**src/sv/csc_pkg.sv**
```systemverilog
// Shared types and constants of the CSV shape checker.
`default_nettype none
package csc_pkg;

  localparam int unsigned CountWidthDefault = 16;
  localparam int unsigned QueueDepth        = 2;
  localparam int unsigned OutFieldWidth     = 16;
  localparam int unsigned OutDataWidth      = 40;

  localparam logic [7:0] ChrQuote = 8'h22;
  localparam logic [7:0] ChrComma = 8'h2C;
  localparam logic [7:0] ChrLf    = 8'h0A;
  localparam logic [7:0] ChrCr    = 8'h0D;

  typedef enum logic [2:0] {
    TOK_NONE,
    TOK_QUOTE,
    TOK_COMMA,
    TOK_LF,
    TOK_CR,
    TOK_OTHER
  } tok_e;

  typedef enum logic [2:0] {
    FAULT_NONE       = 3'd0,
    FAULT_EMPTY      = 3'd1,
    FAULT_BLANK      = 3'd2,
    FAULT_MISMATCH   = 3'd3,
    FAULT_OPEN_QUOTE = 3'd4
  } fault_e;

  typedef struct packed {
    tok_e tok;
    logic last;
  } entry_t;

  typedef struct packed {
    logic                     sat;
    fault_e                   fault;
    logic [OutFieldWidth-1:0] records;
    logic [OutFieldWidth-1:0] columns;
    logic                     valid;
  } result_t;

endpackage
`default_nettype wire

```
**src/sv/csc_back.sv**
```systemverilog
// Back end: runs the quoting and record tracker on tokens and holds the result.
`default_nettype none
module csc_back
  import csc_pkg::*;
#(
  parameter int unsigned COUNT_WIDTH = CountWidthDefault
) (
  input  wire logic   clk_i,
  input  wire logic   rst_ni,
  input  wire logic   q_valid_i,
  input  entry_t      q_entry_i,
  output logic        q_pop_o,
  output logic        res_valid_o,
  input  wire logic   res_ready_i,
  output result_t     res_o
);

  localparam logic [COUNT_WIDTH-1:0] CntMax = {COUNT_WIDTH{1'b1}};
  localparam logic [COUNT_WIDTH-1:0] CntOne = COUNT_WIDTH'(1);

  typedef struct packed {
    logic                   quoted;
    logic                   quote_pend;
    logic                   cr_pend;
    logic                   has_content;
    logic [COUNT_WIDTH-1:0] cur_cols;
    logic [COUNT_WIDTH-1:0] first_cols;
    logic [COUNT_WIDTH-1:0] records;
    fault_e                 fault;
    logic                   any_byte;
    logic                   sat;
  } track_t;

  localparam track_t TrackReset = '{
    quoted: 1'b0, quote_pend: 1'b0, cr_pend: 1'b0, has_content: 1'b0,
    cur_cols: CntOne, first_cols: '0, records: '0, fault: FAULT_NONE,
    any_byte: 1'b0, sat: 1'b0};

  function automatic logic [COUNT_WIDTH-1:0] sat_next(input logic [COUNT_WIDTH-1:0] v);
    sat_next = (v == CntMax) ? CntMax : v + 1'b1;
  endfunction

  function automatic track_t close_record(input track_t s);
    track_t r;
    r = s;
    if (!s.has_content && s.cur_cols == CntOne) begin
      r.fault = FAULT_BLANK;
    end else if (s.records != '0 && s.first_cols != s.cur_cols) begin
      r.fault = FAULT_MISMATCH;
    end else begin
      if (s.records == '0) begin
        r.first_cols = s.cur_cols;
      end
      r.records     = sat_next(s.records);
      r.sat         = s.sat || (s.records >= CntMax - 1'b1);
      r.cur_cols    = CntOne;
      r.has_content = 1'b0;
    end
    return r;
  endfunction

  track_t  st_q, st_d, st_b, st_e;
  logic    res_valid_q;
  result_t res_q;
  logic    can_take;
  logic    skip;
  logic    ok;

  // A beat that ends the text needs the result register free; others never wait.
  assign can_take = !q_entry_i.last || !res_valid_q || res_ready_i;
  assign q_pop_o  = q_valid_i && can_take;

  // Effect of the byte itself.
  always_comb begin
    st_b = st_q;
    skip = 1'b0;
    if (q_entry_i.tok != TOK_NONE) begin
      st_b.any_byte = 1'b1;
      if (st_q.fault == FAULT_NONE) begin
        if (st_b.quote_pend) begin
          st_b.quote_pend = 1'b0;
          if (q_entry_i.tok == TOK_QUOTE) begin
            skip = 1'b1;
          end else begin
            st_b.quoted = 1'b0;
          end
        end
        if (!skip && st_b.cr_pend) begin
          st_b.cr_pend = 1'b0;
          if (q_entry_i.tok == TOK_LF) begin
            skip = 1'b1;
          end
        end
        if (!skip) begin
          if (q_entry_i.tok == TOK_QUOTE) begin
            st_b.has_content = 1'b1;
            if (st_b.quoted) begin
              st_b.quote_pend = 1'b1;
            end else begin
              st_b.quoted = 1'b1;
            end
          end else if (!st_b.quoted && q_entry_i.tok == TOK_COMMA) begin
            st_b.sat         = st_b.sat || (st_b.cur_cols >= CntMax - 1'b1);
            st_b.cur_cols    = sat_next(st_b.cur_cols);
            st_b.has_content = 1'b1;
          end else if (!st_b.quoted &&
                       (q_entry_i.tok == TOK_LF || q_entry_i.tok == TOK_CR)) begin
            st_b = close_record(st_b);
            if (st_b.fault == FAULT_NONE && q_entry_i.tok == TOK_CR) begin
              st_b.cr_pend = 1'b1;
            end
          end else begin
            st_b.has_content = 1'b1;
          end
        end
      end
    end
  end

  // Effect of the end mark, applied after the byte.
  always_comb begin
    st_e = st_b;
    if (st_b.fault == FAULT_NONE) begin
      if (st_e.quote_pend) begin
        st_e.quote_pend = 1'b0;
        st_e.quoted     = 1'b0;
      end
      st_e.cr_pend = 1'b0;
      if (!st_e.any_byte) begin
        st_e.fault = FAULT_EMPTY;
      end else if (st_e.quoted) begin
        st_e.fault = FAULT_OPEN_QUOTE;
      end else if (st_e.has_content || st_e.cur_cols > CntOne) begin
        st_e = close_record(st_e);
      end
    end
    ok = (st_e.fault == FAULT_NONE) && (st_e.records != '0);
  end

  always_comb begin
    st_d = st_q;
    if (q_pop_o) begin
      st_d = q_entry_i.last ? TrackReset : st_b;
    end
  end

  always_ff @(posedge clk_i or negedge rst_ni) begin
    if (!rst_ni) begin
      st_q        <= TrackReset;
      res_valid_q <= 1'b0;
    end else begin
      st_q <= st_d;
      if (q_pop_o && q_entry_i.last) begin
        res_valid_q <= 1'b1;
      end else if (res_ready_i) begin
        res_valid_q <= 1'b0;
      end
    end
  end

  always_ff @(posedge clk_i) begin
    if (q_pop_o && q_entry_i.last) begin
      res_q.valid   <= ok;
      res_q.columns <= ok ? OutFieldWidth'(st_e.first_cols) : '0;
      res_q.records <= ok ? OutFieldWidth'(st_e.records) : '0;
      res_q.fault   <= st_e.fault;
      res_q.sat     <= st_e.sat;
    end
  end

  assign res_valid_o = res_valid_q;
  assign res_o       = res_q;

endmodule
`default_nettype wire

```
**config.mk**
```make
export PLATFORM = sky130hd
export DESIGN_NAME = csc_back
export DESIGN_NICKNAME = d
export VERILOG_FILES = /design/src/sv/csc_pkg.sv /design/src/sv/csc_back.sv
export SDC_FILE = /design/constraint.sdc
export NUM_CORES = 1
export LEC_CHECK = 0
export BUFFER_PORTS_ARGS = -buffer_cell sky130_fd_sc_hd__buf_4
export CAP_MARGIN = 0
export CORE_UTILIZATION = 58
export DETAILED_ROUTE_END_ITERATION = 12
export HOLD_SLACK_MARGIN = 0.15
export MAX_ROUTING_LAYER = met4
export PLACE_DENSITY = 0.87
export RECOVER_POWER = 25
export SLEW_MARGIN = 30
export SYNTH_ARGS = -nofsm -noshare
export SYNTH_HDL_FRONTEND = slang
export SYNTH_SLANG_ARGS = --single-unit
```
**constraint.sdc**
```tcl
create_clock -name clk_i -period 6.3 [get_ports clk_i]
set_clock_uncertainty 0.15 [all_clocks]
set_input_delay 1.575 -clock clk_i [delete_from_list [all_inputs] [get_ports clk_i]]
set_output_delay 1.575 -clock clk_i [all_outputs]
set_load 0.005 [all_outputs]
```
; Word-level counts from Yosys, hierarchy flattened
; Cells that the tools add are included.
[op_classes]
order_cmp = 4
add_sub_neg = 3
reduce_logical = 35
n_eq_ne = 11
mux = 65
[ops]
columns = op, n
row1 = $mux W57, 4
row2 = $mux W32, 4
row3 = $mux W53, 2
row4 = $mux W49, 2
row5 = $mux W16, 5
row6 = $mux W37, 2
row7 = $add A16 B1 Y16 const B, 3
row8 = $eq A16 B16 Y1 const B, 3
row9 = $ge A16 B16 Y1 const B, 3
row10 = $reduce_bool A16 Y1, 3
row11 = $mux W3, 12
row12 = $mux W36, 1
row13 = $eq A16 B1 Y1 const B, 2
row14 = $logic_not A16 Y1, 2
row15 = $ne A16 B16 Y1, 2
row16 = $mux W1, 24
row17 = $mux W17, 1
row18 = $gt A16 B1 Y1 const B, 1
row19 = $mux W2, 8
row20 = $logic_not A3 Y1, 4
row21 = $logic_and A1 B1 Y1, 11
row22 = $logic_or A1 B1 Y1, 7
row23 = $eq A3 B2 Y1 const B, 2
row24 = $logic_not A1 Y1, 6
row25 = other kinds (4), 4
[word_totals]
output_inout_bits = 39
regBits = 95
inputBits = 8
elab_cells = 134

; Longest topological paths before layout
; Gate-level depths: netlist (run 1).
[depth]
word_depth = 32
mapped_depth = 22
mapped_depth_nobuf = 19

; Worst setup path before layout (run 1)
; Ideal clock, no wire load.
[synth_timing]
path_type = in2reg
start = input port q_entry_i[2] (netlist bit)
end = register res_q (netlist bit res_o[10]), data pin
n_path_buf = 3
stages = 19
setup_time_ns = 0.260
arrival_time_ns = 5.458
path_slack_ns = 0.432
required_ns = 5.890
path_cell_list = buf_2 -> nor3b_2 -> o211a_1 -> nand2_1 -> a21oi_4 -> clkbuf_1 -> nor2_1 -> a31oi_1 -> ha_1 -> inv_1 -> a211oi_1 -> nor4b_2 -> and3_1 -> a31oi_1 -> nor4_1 -> mux2i_1 -> nor4_4 -> buf_6 -> a21oi_2
[synth_between]
elab_chain_cells = 23
elab_cells_between_ends = 63
classes_between = 1 x add/sub / 1 x order compare / 7 x eq/ne / 37 x mux / 17 x reduce/logical
[synth_lines]
columns = element, line
row1 = "start, declared", csc_back.sv:11  ; input entry_t q_entry_i,
row2 = $eq A3 B1 Y1, "csc_back.sv:82, csc_back.sv:95"
row3 = $mux W1, csc_back.sv:82  ; if (q_entry_i.tok == TOK_QUOTE) begin
row4 = $mux W2 / $mux W1 (equally long branches), csc_back.sv:80  ; if (st_b.quote_pend) begin
row5 = $mux W2 / $mux W1 (equally long branches), csc_back.sv:79  ; if (st_q.fault == FAULT_NONE) begin
row6 = $mux W2 / $mux W1 (equally long branches), csc_back.sv:77  ; if (q_entry_i.tok != TOK_NONE) begin
row7 = $logic_not A1 Y1 (on tied branches), "csc_back.sv:102, csc_back.sv:106, csc_back.sv:88"
row8 = $logic_and A1 B1 Y1 (on tied branches), "csc_back.sv:106, csc_back.sv:88"
row9 = $mux W53 / $mux W1 (equally long branches), "csc_back.sv:106, csc_back.sv:88"
row10 = [7 not listed], n/a
row11 = $mux W32 / $mux W3 (equally long branches), csc_back.sv:48  ; end else if (s.records != '0 && s.first_cols != s.cur_cols) begin
row12 = $mux W32 / $mux W3 (equally long branches), csc_back.sv:46  ; if (!s.has_content && s.cur_cols == CntOne) begin
row13 = $mux W37, csc_back.sv:133  ; end else if (st_e.has_content || st_e.cur_cols > CntOne) begin
row14 = $mux W32 / $mux W3 (equally long branches), csc_back.sv:131  ; end else if (st_e.quoted) begin
row15 = $mux W32 / $mux W3 (equally long branches), csc_back.sv:129  ; if (!st_e.any_byte) begin
row16 = $mux W37 *, csc_back.sv:123  ; if (st_b.fault == FAULT_NONE) begin
row17 = $reduce_bool A16 Y1 / $logic_not A3 Y1 (equally long branches), csc_back.sv:137  ; ok = (st_e.fault == FAULT_NONE) && (st_e.records != '0);
row18 = $logic_and A1 B1 Y1, csc_back.sv:137
row19 = "end, declared", csc_back.sv:64  ; result_t res_q;
; Every way passes the cells marked *; elsewhere a longest branch is shown, timed or not. The select of a mux whose other input is x is not followed.
; A chain may end at the register's enable or synchronous reset.

; Worst setup path in the final report (run 1)
[layout_timing]
start = input port q_entry_i[2] (netlist bit)
end = register res_q (netlist bit res_o[1]), data pin
; The elaborated chain is that of the path after synthesis.

==> impl_results.md, run 1 <==
* Number of global-route vias before repair at 6658
* H-tree level count at 3
* CTS buffer count at 9
* Pwr dens at 282 mW/mm^2
* Mean post-synth cell area at around 9 sq um
* Post-Synth Adder-Cell Area at 0.0154
* Num ports at 47
* Postcts setup bufs at 0
* Share of cells above drive strength 1 at 0.214
* Antenna Nets Post-Route at 0
* CORE AREA at 0.0122 sq mm
* Leakage at about 3.4 nW
* Min Clock Period, post-route at approximately 5.9 ns
* First-pass GRT wire length at approximately 38 mm
* Post-synth top area share at 0.195
* Placed Area at 0.00799 sq mm
* Peak VDD IR at approximately 0.00026 V
* Filler cells at 970
* Hold Violations, Final at 0
* Sequential area share after synthesis at 0.350
* Flops & latches, synth at 95
* Worst hold margin at 0.405 ns
* Post-synthesis mux area share at 0.0291
* Sw Pwr at about 0.96 mW
* Internal at roughly 1.4 mW
* Synth Area in Compound Gates at 0.274
* Initial Utilization at 0.601
* Wirelength, routed at ~24 mm
* Clk root buf: clkbuf_16
* HPWL Detailed at roughly 17 mm
* Status: complete, but fails checks
* Sum of negative setup slack at 0 ns
* Fmax at between 150 and 200 MHz
* Ys Warns at 0
* Initial antenna violation count at 0
* Post-cts sizing count at 0
* I/O Buffers at 46
* Highest routed metal layer: met4
* Final Max Tran Viols at 59
* Sw Ratio at 0.410
* Commonest cells in the synthesized netlist: 90 x nand2_1, 57 x dfrtp_1, 54 x nor2_1, 38 x a21oi_1, 38 x o21ai_0
* # diodes at 0
* TritonCTS clock tree: built
* GRT Overall Usage at 0.393
* Number of synthesized flops with an enable pin at 37
* Worst-path clk slew at about 0.070 ns
* Chip Height at ~110 um
* Post-synthesis simple-gate area fraction at 0.244
* Final Instance Area at 0.00828 sq mm
* Vias at 7277
* GRT overflow at 0
* Final setup violation count at 0
* CP Capture Type: register
* Main combinational cell family by area after synthesis: compound AO/OA/AOI/OAI gates
* 1st-pass router iterations at 7
* Xor/xnor share of the synthesized area at 0.0287
* Failing checks: capacitance limit, slew limit
* Max-slew headroom at -1.20
* Fin crit share at 0.944
* Post-CTS Hold Buffers at 0
* RSZ-0062 raised after global routing: false
* Clock Path Buffers at 2
* Wire per inst at 22.9 um
* Clock Latency Late Sink at about 0.36 ns
* Util after Layout at 0.681
* Reg power frac at 0.314
* Clock network power share at 0.240
* Total die area at approximately 0.013 sq mm
* Top cells by area, synth: dfrtp_1 20%, edfxtp_1 15%, nand2_1 4.6%
* Area delta synth->final at 13.2%
* Met1 WL at about 10 mm
* Combinational Power Share at 0.446
* Post-synth cell types at 100
* Max cap viols at 1
* Drt first-iter violations at about 1000
* Wire length on met2 at about 10 mm
* Nets at 880
* Vias per inst at 7.02
* RD Place Congestion at ~1.1
* Post-route DRC at 0
* Largest area contributor in the netlist: dfrtp_1
* Die X at about 110 um
* Top-count cell post-synth: nand2_1
* Hold/Removal Path Class: reg -> reg
* CP Launch Type: input port
* CP required at approximately 6.4 ns
* Detail Route met3 WL at just over 3 mm
* CP arrival at around 6.0 ns
* Syn Nets at a little over 800
* Dominant synthesized flop cell: dfrtp_1
* Worst Tran Pin Value at roughly 3.3 ns
* Clock sink total at 95
* Post-synth ARST share at 0.611
* Post-Syn Instances at 809
* Core Rows at 40
* Largest net degree at the start of global routing at 59
* CP Class: in -> reg
* Worst Path Max Fanout at 17
* Synthesized cell area at 0.00731 sq mm
## worst paths after layout
kind / depth (start not counted) / slack (ns) / endpoint / startpoint
min in group asynchronous: 1 / 2.16 / st_q[52] / rst_ni
max in group asynchronous: 1 / 1.98 / st_q[19] / rst_ni
setup reg to reg: 19 / 0.73 / res_o[1] / st_q[39]
setup / recovery: 19 / 0.35 / res_o[1] / q_entry_i[2]
hold reg to reg: 1 / 0.41 / st_q[0] / st_q[0]
hold / removal: 1 / 0.41 / st_q[0] / st_q[0]
## power groups by stage
stage               logic [mW]  registers [mW]  clock network, mW
floorplan                0.712           0.737                  0
global placement          1.00           0.741                  0
detailed placement        1.00           0.742                  0
CTS                       1.01           0.730              0.562
global route              1.11           0.735              0.587
finish                    1.04           0.732              0.560
## cell usage in the layout (no fill, tap or decap), types with 9 or more instances in the layout
| cell | netlist | routed |
|---|---|---|
| and3_1 | 13 | 13 |
| o21ai_0 | 38 | 38 |
| nor3_1 | 17 | 17 |
| nand4_1 | 20 | 20 |
| ha_1 | 9 | 9 |
| o211ai_1 | 21 | 21 |
| nand3_1 | 23 | 23 |
| nor2_1 | 54 | 53 |
| a21oi_2 | 10 | 10 |
| a22o_1 | 27 | 27 |
| edfxtp_1 | 37 | 37 |
| dfrtp_1 | 57 | 57 |
| xor2_1 | 19 | 19 |
| buf_4 | 2 | 97 |
| mux2i_1 | 12 | 12 |
| a31oi_1 | 15 | 15 |
| nand2_1 | 90 | 90 |
| nor4_1 | 13 | 13 |
| and4_1 | 9 | 9 |
| clkbuf_16 | 0 | 9 |
| inv_1 | 26 | 26 |
| nand2b_1 | 10 | 10 |
| a21oi_1 | 38 | 38 |
| o22ai_1 | 14 | 14 |
## kinds of logic after synthesis
kind of cell | count (synthesis)
compound gates | 268
xor+xnor | 24
fa+ha+maj | 9
flops | 95
buf+inv | 84
mux | 17
simple gates | 312
## final cells by class
cell class | instances | area, sq um | share of cell area
Clock buffer | 11 | 233 | 0.0281
Clock inverter | 5 | 58.8 | 0.00710
Inverter | 27 | 101 | 0.0122
Multi-Input combinational cell | 630 | 4340 | 0.524
Sequential cell | 95 | 2560 | 0.310
Tap cell | 168 | 210 | 0.0254
Timing Repair Buffer | 100 | 772 | 0.0932
## critical path: stages
cell and delay, ns:
buf_4 0.14, nor3b_2 0.32, o211a_1 0.30, nand2_1 0.19, a21oi_4 0.42, nor2_1 0.08, a31oi_1 0.44, ha_1 0.33
inv_1 0.11, a211oi_1 0.19, nor4b_2 0.33, and3_1 0.31, nand2_1 0.24, nand2_1 0.22, nor4b_4 0.07, o22ai_1 0.29
nor4_4 0.10, buf_12 0.17, a211oi_2 0.16
## stage by stage
step                      std cells  worst slack (ns)  total power [mW]
after global routing           1036            0.0701              2.43
final                          1036             0.354              2.33
after CTS                      1036             0.480              2.30
after detailed placement       1020             0.148              1.75
after global placement         1020             0.112              1.74
after floorplan                 809             0.432              1.45
## sequential cells by signal (all words and copies together), names as in the netlist
signal	flops
st_q	57
res_o	37
res_valid_o	1
## routing by layer
| layer | global-route usage | vias to the layer above |
|---|---|---|
| met4 | 0.147 | 0 |
| met2 | 0.536 | 579 |
| met5 | - | - |
| met3 | 0.104 | 83 |
| met1 | 0.555 | 3403 |
| li1 | - | 3212 |
Note: power is estimated with default switching activity, not from simulation.
==> run 2, diff against run 1 <==
--- a/config.mk
+++ b/config.mk
@@ -5,6 +5,7 @@
 export SDC_FILE = /design/constraint.sdc
 export NUM_CORES = 1
 export LEC_CHECK = 0
+export ABC_AREA = 1
 export BUFFER_PORTS_ARGS = -buffer_cell sky130_fd_sc_hd__buf_4
 export CAP_MARGIN = 0
 export CORE_UTILIZATION = 58
==> impl_results.md, run 2 <==
* CORE AREA at 0.0116 sq mm (-4.9%)
* Clock Latency Late Sink at 0.36 ns (about the same)
* CP peak stage delay at 0.42 ns (-0.02 ns)
* Post-route DRC at 4 (+4)
* Initial antenna violation count at 0 (unchanged)
* GRT overflow at 0 (unchanged)
* Wire per inst at 15.7 um (-32%)
* Placed Area at 0.00742 sq mm (-7.2%)
* RSZ-0062 raised after global routing: false
* Worst Tran Pin Value at 3.29 ns (-0.00248 ns)
* Post-synth ARST share at 0.611 (unchanged)
* Antenna Nets Post-Route at 0 (unchanged)
* H-tree level count at 3 (unchanged)
* Commonest cells in the synthesized netlist: 311 x nand2_1, 156 x nor2_1, 141 x inv_1, 85 x nand3_1, 57 x dfrtp_1
* Clk root buf: clkbuf_16
* Share of cells above drive strength 1 at 0.116 (-0.0978)
* Fin crit share at 0.902 (-0.0417)
* Max FFs per register at 57 (unchanged)
* Top delay family on crit path: simple AND/OR/NAND/NOR gates
* Num ports at 47 (unchanged)
* Die X at 112 um (-2.2%)
* Final setup violation count at 0 (unchanged)
* Post-synth cell types at 48 (-52%)
* Wirelength, routed at 19.5 mm (-18%)
* Fmax at 176 MHz (+4.6%)
* Vias per inst at 5.81 (-17%)
* Clock Path Buffers at 2 (unchanged)
* Sequential area share after synthesis at 0.366 (+0.0160)
* Nets at 1111 (+26%)
* GRT Overall Usage at 0.339 (-0.0535)
* CP required at 6.25 ns (-0.10 ns)
* Post-Syn Instances at 1057 (+31%)
* Pwr dens at 295 mW/mm^2 (+4.8%)
* Ys Warns at 0 (unchanged)
* Syn Nets at 1074 (+30%)
* I/O Buffers at 46 (unchanged)
* CP arrival at 5.63 ns (-0.37 ns)
* Leading cell type in the layout, fill and taps excluded: nand2_1
* Flops & latches, synth at 95 (unchanged)
* Status: complete, but fails checks
* Hold/Removal Path Class: reg -> reg
* Peak VDD IR at 0.000155 V (-40%)
* FF-to-FF path depth at 25 (+6)
* Max cap viols at 1 (unchanged)
* Dominant synthesized flop cell: dfrtp_1
* CP Launch Type: input port
* CP endpoint: res_o[22]
* Vias at 7221 (-0.77%)
* Largest Register: st_q
* Setup ws final at 0.617 ns (+0.263 ns)
* Levels on crit path at 28 (+9)
* Commonest cells after routing, fill and taps aside: 311 x nand2_1, 156 x nor2_1, 140 x inv_1
* Synthesized cell area at 0.00700 sq mm (-4.4%)
* Worst setup startpoint: q_entry_i[2]
* Mean post-synth cell area at 6.62 sq um (-27%)
* Core Rows at 39 (-2.5%)
* Failing checks: DRC, capacitance limit, slew limit
* CP Buf/Inv Count at 6 (+3)
* Drt first-iter violations at 783 (-25%)
* # diodes at 0 (unchanged)
* Number of synthesized flops with an enable pin at 37 (unchanged)
* Area delta synth->final at 10.4%
* Number of global-route vias before repair at 6553 (-1.6%)
* RD Place Congestion at 1.03 (-9.2%)
* Worst-path clk slew at 0.08 ns (about the same)
* GR peak layer: met2
* Largest net degree at the start of global routing at 59 (unchanged)
* HPWL Detailed at 14.2 mm (-17%)
* Util after Layout at 0.668 (-0.0130)
* GRT met2 Usage at 0.498 (-0.0384)
* CP Class: in -> reg
* Sum of negative setup slack at 0 ns (unchanged)
* CTS buffer count at 9 (unchanged)
* Slowest stage cell, crit path: o21ai_0
* Worst reg2reg startpoint: st_q[38]
* Min Clock Period, post-route at 5.68 ns (-0.263 ns)
* Final Max Tran Viols at 59 (unchanged)
* Leakage at 3.82 nW (+13%)
* Top cells by area, synth: dfrtp_1 20%, nand2_1 17%, edfxtp_1 16%
* 1st-pass router iterations at 10 (+3)
* First-pass GRT wire length at 32.5 mm (-14%)
* Chip Height at 112 um (-2.2%)
* Worst R2R End: res_o[22]
* Final Instance Area at 0.00772 sq mm (-6.7%)
* GRT met1 Usage at 0.469 (-0.0856)
* CP Capture Type: register
* Max-slew headroom at -1.19 (+0.00165)
* Worst Path Max Fanout at 30 (+13)
* Setup WS pre-CTS at 0.342 ns (+0.194 ns)
* Flop-to-flop setup slack at 1.37 ns (+0.64 ns)
* TritonCTS clock tree: built
* Clock sink total at 95 (unchanged)
* Total die area at 0.0125 sq mm (-4.3%)
* Largest area contributor in the netlist: dfrtp_1
* Post-synth top area share at 0.204 (+0.00889)
* Initial Utilization at 0.605 (+0.00345)
* GR met3 Demand/Resource at 0.0577 (-0.0461)
* CP most frequent cell: nand2_1
* Top-count cell post-synth: nand2_1
* Hold Violations, Final at 0 (unchanged)
-- run 2: logic make-up (layout without fill, tap and decap cells) --
kind of cell               count (synthesis)  in the layout  synth area share
DFF                                       95             95             0.366
adders and majority gates                  9              9            0.0161
xor gates and xnor gates                   6              6           0.00751
AOI/OAI and AO/OA                        139            139             0.118
buffers and inverters                    187            229             0.109
and+or+nand+nor                          621            621             0.383
-- run 2: worst min-delay path: stages, from the launching register on --
cell     delay, ns
dfrtp_1       0.35
nand2_1       0.06
inv_1         0.04
-- run 2: power breakdown --
| part | switching (mW) | internal, mW | total [mW] |
|---|---|---|---|
| Sequential | 0.0318 | 0.725 | 0.757 |
| Clock | 0.260 | 0.310 | 0.570 |
| Combinational | 0.675 | 0.278 | 0.953 |
-- run 2: area by class of cell --
| class | count | area, sq um |
|---|---|---|
| inverter | 159 | 599 |
| timing repair buffer | 54 | 402 |
| clock inverter | 5 | 43.8 |
| fill | 1016 | 3840 |
| sequential | 95 | 2560 |
| clock buffer | 11 | 264 |
| multi-input combinational | 775 | 3670 |
| tap | 143 | 179 |
-- run 2: metal layers --
| metal | up-vias | routed length (um) | part of all wire |
|---|---|---|---|
| li1 | 3505 | - | - |
| met1 | 3202 | 8170 | 0.42 |
| met2 | 449 | 8360 | 0.43 |
| met3 | 65 | 2290 | 0.12 |
| met4 | 0 | 650 | 0.033 |
| met5 | - | 0 | 0 |
-- run 2: how the worst min path moves through the flow --
stage / from / to / slack (ns) / cells after the start
floorplan: st_q[4] / st_q[4] / 0.29 / 2
global placement: st_q[4] / st_q[4] / 0.30 / 2
detailed placement: st_q[4] / st_q[4] / 0.31 / 2
CTS: st_q[4] / st_q[4] / 0.32 / 2
global route: st_q[4] / st_q[4] / 0.36 / 2
finish: st_q[4] / st_q[4] / 0.32 / 2
-- run 2: metrics by stage --
stage | cells | power [mW] | hold slack [ns]
detailed placement | 1226 | 1.69 | 0.306
global placement | 1226 | 1.67 | 0.300
CTS | 1242 | 2.26 | 0.324
finish | 1242 | 2.28 | 0.323
global route | 1242 | 2.42 | 0.360
floorplan | 1057 | 1.45 | 0.286
-- run 2: what timing repair did --
action | 4_1_cts | 5_1_grt
gates resized for setup | 0 | 2
setup endpoints to repair | 0 | 30
hold buffers | 0 | 0
buffers inserted | 0 | 0
